--- src/rtl/core/ffve_pkg.sv ---
// ----------------------------------------------------------------------------
// ffve_pkg
// Shared types, codes and helpers for the form field value extractor.
// ----------------------------------------------------------------------------
package ffve_pkg;

  localparam int KEY_BYTES_DEF    = 8;
  localparam int CAPACITY_MAX_DEF = 4096;

  localparam int BYTE_W      = 8;
  localparam int KEY_REG_W   = 64;
  localparam int KEY_LEN_W   = 4;
  localparam int CAP_W       = 13;
  localparam int VALUE_LEN_W = 12;
  localparam int CFG_DATA_W  = 64;
  localparam int CFG_IDX_W   = 2;

  // Configuration register indexes.
  localparam logic [CFG_IDX_W-1:0] CFG_KEY_BYTES      = 2'd0;
  localparam logic [CFG_IDX_W-1:0] CFG_KEY_LENGTH     = 2'd1;
  localparam logic [CFG_IDX_W-1:0] CFG_VALUE_CAPACITY = 2'd2;

  localparam logic [CAP_W-1:0] CAPACITY_RESET = 13'd4096;

  // Characters with a special meaning in a form body.
  localparam logic [BYTE_W-1:0] CH_PLUS    = 8'h2B;
  localparam logic [BYTE_W-1:0] CH_PERCENT = 8'h25;
  localparam logic [BYTE_W-1:0] CH_AMP     = 8'h26;
  localparam logic [BYTE_W-1:0] CH_EQUALS  = 8'h3D;
  localparam logic [BYTE_W-1:0] CH_SPACE   = 8'h20;

  typedef enum logic [2:0] {
    PH_MATCH,
    PH_SKIP,
    PH_VALUE,
    PH_HEX1,
    PH_HEX2,
    PH_ENDED,
    PH_BAD,
    PH_NOSPACE
  } phase_t;

  typedef enum logic [1:0] {
    ST_FOUND,
    ST_NOTFOUND,
    ST_BADESC,
    ST_NOSPACE
  } status_t;

  typedef struct packed {
    logic [BYTE_W-1:0] body_byte;
    logic              body_last;
  } in_item_t;

  typedef struct packed {
    logic [BYTE_W-1:0]      value_byte;
    logic                   byte_valid;
    logic                   done_res;
    status_t                status;
    logic [VALUE_LEN_W-1:0] value_length;
  } out_item_t;

  typedef struct packed {
    logic       ok;
    logic [3:0] nibble;
  } hex_t;

  // Decodes one ASCII hex digit of either case.
  function automatic hex_t hex_digit(input logic [BYTE_W-1:0] c);
    hex_t r;
    r.ok     = 1'b1;
    r.nibble = 4'd0;
    if (c >= 8'h30 && c <= 8'h39) begin
      r.nibble = c[3:0];
    end else if ((c >= 8'h61 && c <= 8'h66) || (c >= 8'h41 && c <= 8'h46)) begin
      r.nibble = c[3:0] + 4'd9;
    end else begin
      r.ok = 1'b0;
    end
    return r;
  endfunction

endpackage

--- src/rtl/core/form_field_value_extractor_unit.sv ---
// ----------------------------------------------------------------------------
// form_field_value_extractor_unit
// Finds one field of a URL-form-encoded body and streams its decoded value.
// ----------------------------------------------------------------------------
// The body arrives one byte per transfer on the input channel, with body_last
// on its final byte. The unit looks for the first field whose name equals the
// configured key and is followed by '=', then emits that field's value one
// decoded byte per result transfer ('+' becomes a space, %XX becomes one byte).
// The final byte of every body produces a result with done_res set and a
// status: found, not found, bad escape, or no space. On an error status the
// bytes already delivered for that body must be dropped by the receiver.
// Each input byte is handled by the parser state and lands in a two-entry
// output buffer, so the unit takes one byte per clock as long as results drain;
// the input side stalls only when both buffer entries hold results not yet
// taken downstream. Configuration registers are written through the plain
// write port while the body stream is idle, which the unit leaves to the user.
module form_field_value_extractor_unit
  import ffve_pkg::*;
#(
  parameter int KEY_BYTES    = KEY_BYTES_DEF,
  parameter int CAPACITY_MAX = CAPACITY_MAX_DEF
) (
  input  logic                  clk,
  input  logic                  rst,
  input  logic                  in_valid,
  output logic                  in_ready,
  input  in_item_t              in_data,
  output logic                  out_valid,
  input  logic                  out_ready,
  output out_item_t             out_data,
  input  logic                  cfg_write,
  input  logic [CFG_IDX_W-1:0]  cfg_index,
  input  logic [CFG_DATA_W-1:0] cfg_data
);

  // The capacity register is 13 bits wide, so a limit above its range never
  // clamps anything; the count only ever needs to reach capacity minus one.
  localparam int CAP_EFF = (CAPACITY_MAX < 8191) ? CAPACITY_MAX : 8191;
  localparam int CNT_W   = $clog2(CAP_EFF);
  localparam int KPOS_W  = $clog2(KEY_BYTES + 1);
  localparam int KIDX_W  = (KEY_BYTES > 1) ? $clog2(KEY_BYTES) : 1;
  localparam int KEY_W   = 8 * KEY_BYTES;
  localparam logic [CAP_W-1:0]     CAP_LIM = CAP_W'(CAP_EFF);
  localparam logic [KEY_LEN_W-1:0] KLEN_MAX = KEY_LEN_W'(KEY_BYTES);

  // Configuration registers.
  logic [KEY_W-1:0]     key_reg;
  logic [KEY_LEN_W-1:0] key_length;
  logic [CAP_W-1:0]     value_capacity;

  // Parser state.
  phase_t            phase, phase_next;
  logic [KPOS_W-1:0] key_position, key_position_next;
  logic [3:0]        high_nibble, high_nibble_next;
  logic [CNT_W-1:0]  emitted_count, emitted_count_next;

  // Output buffer: the head register drives the port, the skid entry holds
  // a second result while the head waits.
  out_item_t skid_data;
  logic      skid_valid;

  logic              accept;
  logic              have;
  logic [BYTE_W-1:0] ch;
  out_item_t         result;
  logic              push, pop;

  logic [KEY_LEN_W-1:0] klen;
  logic [CAP_W-1:0]     cap;
  logic                 room;
  logic                 key_done;
  logic [KIDX_W-1:0]    key_idx;
  logic [BYTE_W-1:0]    key_char;
  hex_t                 hex;
  logic [BYTE_W-1:0]    b;

  assign accept = in_valid && in_ready;
  assign b      = in_data.body_byte;

  assign klen     = (key_length > KLEN_MAX) ? KLEN_MAX : key_length;
  assign cap      = (value_capacity > CAP_LIM) ? CAP_LIM : value_capacity;
  // One more character fits when the count after it stays below capacity.
  assign room     = ({1'b0, CAP_W'(emitted_count)} + 14'd1) < {1'b0, cap};
  assign key_done = KEY_LEN_W'(key_position) >= klen;
  assign key_idx  = KIDX_W'(key_position);
  assign key_char = key_reg[8 * key_idx +: 8];
  assign hex      = hex_digit(b);

  // Next-state logic of the parser.
  always_comb begin
    phase_next         = phase;
    key_position_next  = key_position;
    high_nibble_next   = high_nibble;
    emitted_count_next = emitted_count;
    have               = 1'b0;
    ch                 = '0;
    unique case (phase)
      PH_MATCH: begin
        if (b == CH_AMP) begin
          key_position_next = '0;
        end else if (key_done) begin
          phase_next = (b == CH_EQUALS) ? PH_VALUE : PH_SKIP;
        end else if (b == CH_EQUALS) begin
          phase_next = PH_SKIP;
        end else if (b == key_char) begin
          key_position_next = key_position + KPOS_W'(1);
        end else begin
          phase_next = PH_SKIP;
        end
      end
      PH_SKIP: begin
        if (b == CH_AMP) begin
          phase_next        = PH_MATCH;
          key_position_next = '0;
        end
      end
      PH_VALUE: begin
        if (b == CH_AMP) begin
          phase_next = PH_ENDED;
        end else if (b == CH_PERCENT) begin
          phase_next = PH_HEX1;
        end else if (room) begin
          have               = 1'b1;
          ch                 = (b == CH_PLUS) ? CH_SPACE : b;
          emitted_count_next = emitted_count + CNT_W'(1);
        end else begin
          phase_next = PH_NOSPACE;
        end
      end
      PH_HEX1: begin
        if (!hex.ok) begin
          phase_next = PH_BAD;
        end else begin
          high_nibble_next = hex.nibble;
          phase_next       = PH_HEX2;
        end
      end
      PH_HEX2: begin
        if (!hex.ok) begin
          phase_next = PH_BAD;
        end else if (room) begin
          have               = 1'b1;
          ch                 = {high_nibble, hex.nibble};
          phase_next         = PH_VALUE;
          emitted_count_next = emitted_count + CNT_W'(1);
        end else begin
          phase_next = PH_NOSPACE;
        end
      end
      PH_ENDED, PH_BAD, PH_NOSPACE: begin
      end
      default: begin
      end
    endcase
  end

  // Result of the current byte; the status follows the phase after it.
  always_comb begin
    result.value_byte   = ch;
    result.byte_valid   = have;
    result.done_res     = in_data.body_last;
    result.status       = ST_FOUND;
    result.value_length = VALUE_LEN_W'(emitted_count_next);
    if (in_data.body_last) begin
      unique case (phase_next)
        PH_MATCH, PH_SKIP:          result.status = ST_NOTFOUND;
        PH_HEX1, PH_HEX2, PH_BAD:   result.status = ST_BADESC;
        PH_NOSPACE:                 result.status = ST_NOSPACE;
        default:                    result.status = ST_FOUND;
      endcase
    end
  end

  // Parser registers; every last byte brings the parser back to field start.
  always_ff @(posedge clk) begin
    if (rst) begin
      phase         <= PH_MATCH;
      key_position  <= '0;
      high_nibble   <= '0;
      emitted_count <= '0;
    end else if (accept) begin
      if (in_data.body_last) begin
        phase         <= PH_MATCH;
        key_position  <= '0;
        high_nibble   <= '0;
        emitted_count <= '0;
      end else begin
        phase         <= phase_next;
        key_position  <= key_position_next;
        high_nibble   <= high_nibble_next;
        emitted_count <= emitted_count_next;
      end
    end
  end

  // Configuration write port.
  always_ff @(posedge clk) begin
    if (rst) begin
      key_reg        <= '0;
      key_length     <= '0;
      value_capacity <= CAPACITY_RESET;
    end else if (cfg_write) begin
      unique case (cfg_index)
        CFG_KEY_BYTES:      key_reg        <= cfg_data[KEY_W-1:0];
        CFG_KEY_LENGTH:     key_length     <= cfg_data[KEY_LEN_W-1:0];
        CFG_VALUE_CAPACITY: value_capacity <= cfg_data[CAP_W-1:0];
        default: begin
        end
      endcase
    end
  end

  // A byte makes a result when it decodes a character or ends the body.
  assign push     = accept && (have || in_data.body_last);
  assign pop      = out_valid && out_ready;
  assign in_ready = !skid_valid;

  always_ff @(posedge clk) begin
    if (rst) begin
      out_valid  <= 1'b0;
      skid_valid <= 1'b0;
    end else if (skid_valid) begin
      if (pop) begin
        skid_valid <= 1'b0;
      end
    end else if (push) begin
      if (out_valid && !pop) begin
        skid_valid <= 1'b1;
      end else begin
        out_valid <= 1'b1;
      end
    end else if (pop) begin
      out_valid <= 1'b0;
    end
  end

  always_ff @(posedge clk) begin
    if (skid_valid) begin
      if (pop) begin
        out_data <= skid_data;
      end
    end else if (push) begin
      if (out_valid && !pop) begin
        skid_data <= result;
      end else begin
        out_data <= result;
      end
    end
  end

  // The skid entry is only ever filled behind a waiting head result.
  a_skid_behind_head: assert property (@(posedge clk) disable iff (rst)
    skid_valid |-> out_valid)
    else $error("skid entry holds a result while the head is empty");

  // A body's final byte returns the parser to the start of a field.
  a_last_clears: assert property (@(posedge clk) disable iff (rst)
    accept && in_data.body_last |=> phase == PH_MATCH && emitted_count == '0)
    else $error("parser state not cleared after the last byte");

  // Only a final result carries a status other than found.
  a_status_on_done: assert property (@(posedge clk) disable iff (rst)
    out_valid && !out_data.done_res |-> out_data.status == ST_FOUND)
    else $error("status set on a result that does not end the body");

  // A push with the head stalled and the skid free must land in the skid entry.
  a_no_drop: assert property (@(posedge clk) disable iff (rst)
    push && out_valid && !out_ready |=> skid_valid)
    else $error("result lost while the head was stalled");

endmodule
--- config.mk ---
export PLATFORM = sky130hd
export DESIGN_NAME = form_field_value_extractor_unit
export DESIGN_NICKNAME = d
export VERILOG_FILES = /design/src/rtl/core/ffve_pkg.sv /design/src/rtl/core/form_field_value_extractor_unit.sv
export SDC_FILE = /design/constraint.sdc
export NUM_CORES = 1
export LEC_CHECK = 0
export ABC_AREA = 1
export BUFFER_PORTS_ARGS = -buffer_cell sky130_fd_sc_hd__buf_4
export CELL_PAD_IN_SITES_DETAIL_PLACEMENT = 0
export CELL_PAD_IN_SITES_GLOBAL_PLACEMENT = 1
export CORE_MARGIN = 2
export CORE_UTILIZATION = 42
export DETAILED_ROUTE_END_ITERATION = 10
export GPL_TIMING_DRIVEN = 0
export HOLD_SLACK_MARGIN = 0.12
export PLACE_DENSITY_LB_ADDON = 0.1
export RECOVER_POWER = 100
export SETUP_SLACK_MARGIN = 0.5
export SYNTH_ARGS = -nofsm -noshare
export SYNTH_HDL_FRONTEND = slang
export SYNTH_SLANG_ARGS = --single-unit
--- constraint.sdc ---
create_clock -name clk -period 5.8 [get_ports clk]
set_clock_uncertainty 0.15 [all_clocks]
set_input_delay 0.87 -clock clk [delete_from_list [all_inputs] [get_ports clk]]
set_output_delay 0.87 -clock clk [all_outputs]
set_load 0.01 [all_outputs]
==> impl_summary.md <==
Synthesis
The top cell type by area accounts for between 20% and 30% of the synthesized area. In the post-synthesis netlist, the biggest area contributors are dfxtp_1 27%, edfxtp_1 18%, nand2_1 12%. Yosys instantiated no cell more often than nand2_1. Summing the areas of all compound-gate instances in the mapped netlist gives 14.6% of the synthesized area. The synthesized design contains 48 enable-type register cells. For this run, the number of Yosys warnings is 0.

In this run the cell area of the synthesized design comes to about 8000 um^2. The synthesized area divided by synthesized cell count is approximately 7.3 um^2. The biggest area contributor in the post-synthesis netlist is dfxtp_1. The combinational family with the most area after synthesis is simple AND/OR/NAND/NOR gates.

The total of flip-flops plus latches after synthesis is around 150. Sorting the synthesized cells by how often they occur yields 263 x nand2_1, 129 x nor2_1, 113 x inv_1. The area share of and/or/nand/nor cells after synthesis is between 20% and 30%. After Yosys synthesis, full adders, half adders and majority gates account for 3.45% of the synthesized area. The post-synthesis net count is about 1200. The post-synthesis share of cell area spent on xor and xnor gates is 1.10%. In the synthesized netlist the dominant register cell turns out to be dfxtp_1. Counting distinct cell types in the post-synthesis netlist gives 40.

Multiplexer cells account for 0% of the synthesized area. Synthesis produced between 1000 and 1500 cells. Sequential elements use between 40 and 50% of the synthesized area. The share of async-settable or async-resettable flops after synthesis is 0%.

Setup path
For the worst setup path, the data required time is approximately 5.7 ns. The nature of the critical path startpoint is a register. The arrival time reported for the critical path endpoint is between 4 and 5 ns. The type of destination of the critical path is a register. The worst setup path is of the register to register kind. In this run the worst path has a maximum fanout of 24.

STA
The post-layout minimum cycle time is approximately 4.9 ns. Setup repair after global routing left no endpoint under its margin. The total count of hold-check failures in the final report came to 0.

Across all setup checks in the final design, the least slack found is roughly 0.9 ns. For the pin with the worst max-slew slack, the measured transition is 0.890 ns. The count of final setup violators is 0. After layout, the worst path uses a little over four fifths of the clock period. The sum of negative setup slack is 0 ns.

The number of slew-limit violations in the final report is 0. The highest clock frequency the design can meet is 204 MHz. The headroom to the max-slew limit is 40.6%. The worst hold margin is 0.302 ns.

Clocking
Buffers inserted to repair hold after CTS numbered 0. The root buffer cell is clkbuf_16. The depth of the CTS H-tree is 4. The clock latency at the later pin of the worst-skew pair is ~0.43 ns.

TritonCTS built the clock tree. Clock-pin slew was measured on the worst setup and hold paths at around 0.07 ns. The post-CTS setup repair buffer count is 0. In this run, post-CTS repair resized a total of 0 instances. The maximum number of buffers from clock root to sink is 2.

For this design, the sink count on the clock tree is 154. The number of CTS-inserted buffers is 17.

Min path
The tightest min-delay check is of the register to register type.

Die
The area enclosed by the die boundary is around 20000 um^2. The chip height is 142 um. The floorplan step defined a core boundary enclosing 18600 um^2. After floorplanning, the core was divided into 50 placement rows. For this configuration, the core starts out at a cell density of a little over two fifths. The width of the die is 142 um.

In this run the count of I/O pins placed on the die edge is roughly 110.

Place
Counting tap cells, the placed design contains a total of 1433 instances. Summing all placed instances gives a cell area of between 9000 and 10000 um^2. The pre-CTS setup slack is between 1 and 1.5 ns. Summed over all nets, the half-perimeter wirelength after detailed placement is around 17000 um. The count of buffers added on input and output ports is 103.

The final weighted congestion in routability-driven placement is about 0.89.

Pwr
VDD sags by at most approximately 0.20 mV. The total power consumption of the routed design is roughly 2.6 mW. The leakage power is between 4 and 5 nW.

The ratio of total power to cell area is approximately 280 nW/um^2.

Routing
Detailed routing inserted a total of 7380 vias. The detail route stage leaves a number of antenna-violating nets equal to 0. Summed over all nets, wire length on met2 after detailed routing comes to about 11000 um. The detailed route wirelength on metal3 is roughly 860 um.

In this run, the number of DRC markers left after iteration 0 of detailed routing was approximately 540. In the final routed layout, each cell accounts on average for between 15 and 20 um. The first TritonRoute pass finished after 5 iterations. After detailed routing, the wire length on met1 is around 11000 um. The number of design rule violations left after detail routing is 0. The top routing layer in use is met4.

The total wire length after detailed routing is roughly 23000 um. Using the TritonRoute via totals, the vias-per-cell ratio works out to 5.04.

Cells and area
Registers take between 3000 and 4000 um^2. The share of the core filled with cells is approximately 50%. The layout filler cell count is 1981.

The final cell count without fillers is about 1500. The register with the most flip-flops in the layout has 64 of them. The multi-input combinational cell area is 3630 um^2. The layout overhead on the synthesized area is 18.8%.

0 antenna diodes ended up in the layout. Cells with a size suffix above 1 make up between 10% and 20% of the layout. At the end of the flow, the number of nets in the layout was around 1300. The finished cells cover between 9000 and 10000 um^2.

GRT
The number of antenna violations at the first check in global routing is 0. The number of global-route vias before repair is ~6900. The global-route wire length before repair is around 36000 um.

The all-layer global routing usage is between 20% and 30%. Entering global routing, the biggest net connects 25 pins. Summed over all layers, the global routing overflow is 0.

Status
The run finished with clean final reports.

Job
The count of max-cap constraint violations is 0.
==> cells by family after synthesis <==
kind of cell,after synthesis
AND/OR/NAND/NOR,504
AO/OA/AOI/OAI,221
buffers and inverters,184
flip-flops,154
adder cells (fa/ha/maj),22
XOR/XNOR,10
==> final timing paths <==
check | to | startpoint | cells after the start | slack [ns]
setup reg to reg | skid_data[13] | emitted_count[0] | 22 | 0.90
setup / recovery | skid_data[13] | emitted_count[0] | 22 | 0.90
hold reg to reg | key_reg[21] | key_reg[21] | 2 | 0.30
hold / removal | key_reg[21] | key_reg[21] | 2 | 0.30
==> power breakdown <==
group          leakage [nW]  switching [mW]  internal [mW]
logic                  2.53           0.228          0.127
registers              1.33          0.0197           1.15
clock network         0.282           0.491          0.612
==> layout make-up <==
class | count | area share, %
multi-input cells | 757 | 38.3
flip-flops and latches | 154 | 37.6
repair buffers | 104 | 7.18
plain buffers | 48 | 2.25
inverters | 136 | 5.45
clock buffers | 18 | 4.64
well taps | 234 | 3.09
clock inverters | 14 | 1.45
==> placed cells by master (no fill, tap or decap), types with 2 or more instances in the layout <==
master	netlist	final
a211oi_1	3	3
a21oi_1	86	87
a31oi_1	5	5
buf_2	3	2
buf_4	10	82
clkbuf_1	34	67
clkbuf_16	0	17
clkinv_1	4	6
clkinv_2	0	3
clkinv_4	1	2
clkinvlp_4	0	2
dfxtp_1	106	106
edfxtp_1	48	48
ha_1	22	22
inv_1	113	117
inv_2	18	12
inv_6	0	4
nand2_1	263	265
nand2_2	6	4
nand3_1	75	76
nand4_1	7	8
nor2_1	129	130
nor3_1	11	11
nor3_2	2	2
o2111ai_1	2	2
o21ai_0	96	105
o21ai_1	13	7
o22ai_1	7	7
o31ai_1	2	2
xor2_1	10	10
==> critical path, cell delays in order (launching register included) <==
cell and delay [ns]:
dfxtp_1 0.45, ha_1 0.22, nand2_1 0.06, nor2_1 0.19, nand3_1 0.15, nor2_1 0.17, clkinv_1 0.10, nor2_1 0.14
nand2_1 0.08, xor2_1 0.27, inv_1 0.08, ha_1 0.32, a21oi_1 0.13, o21ai_0 0.09, a21oi_1 0.36, nand2_1 0.25
clkinv_4 0.14, nand3_4 0.13, nand2_4 0.12, o21ai_1 0.11, clkinv_1 0.08, nand2_1 0.06, inv_1 0.66
==> layer usage <==
layer	GRT usage, %	up-vias
li1	-	3807
met1	29.5	3376
met2	40.6	175
met3	2.70	22
met4	7.89	0
met5	0	-
Note: power is estimated with default switching activity, not from simulation.
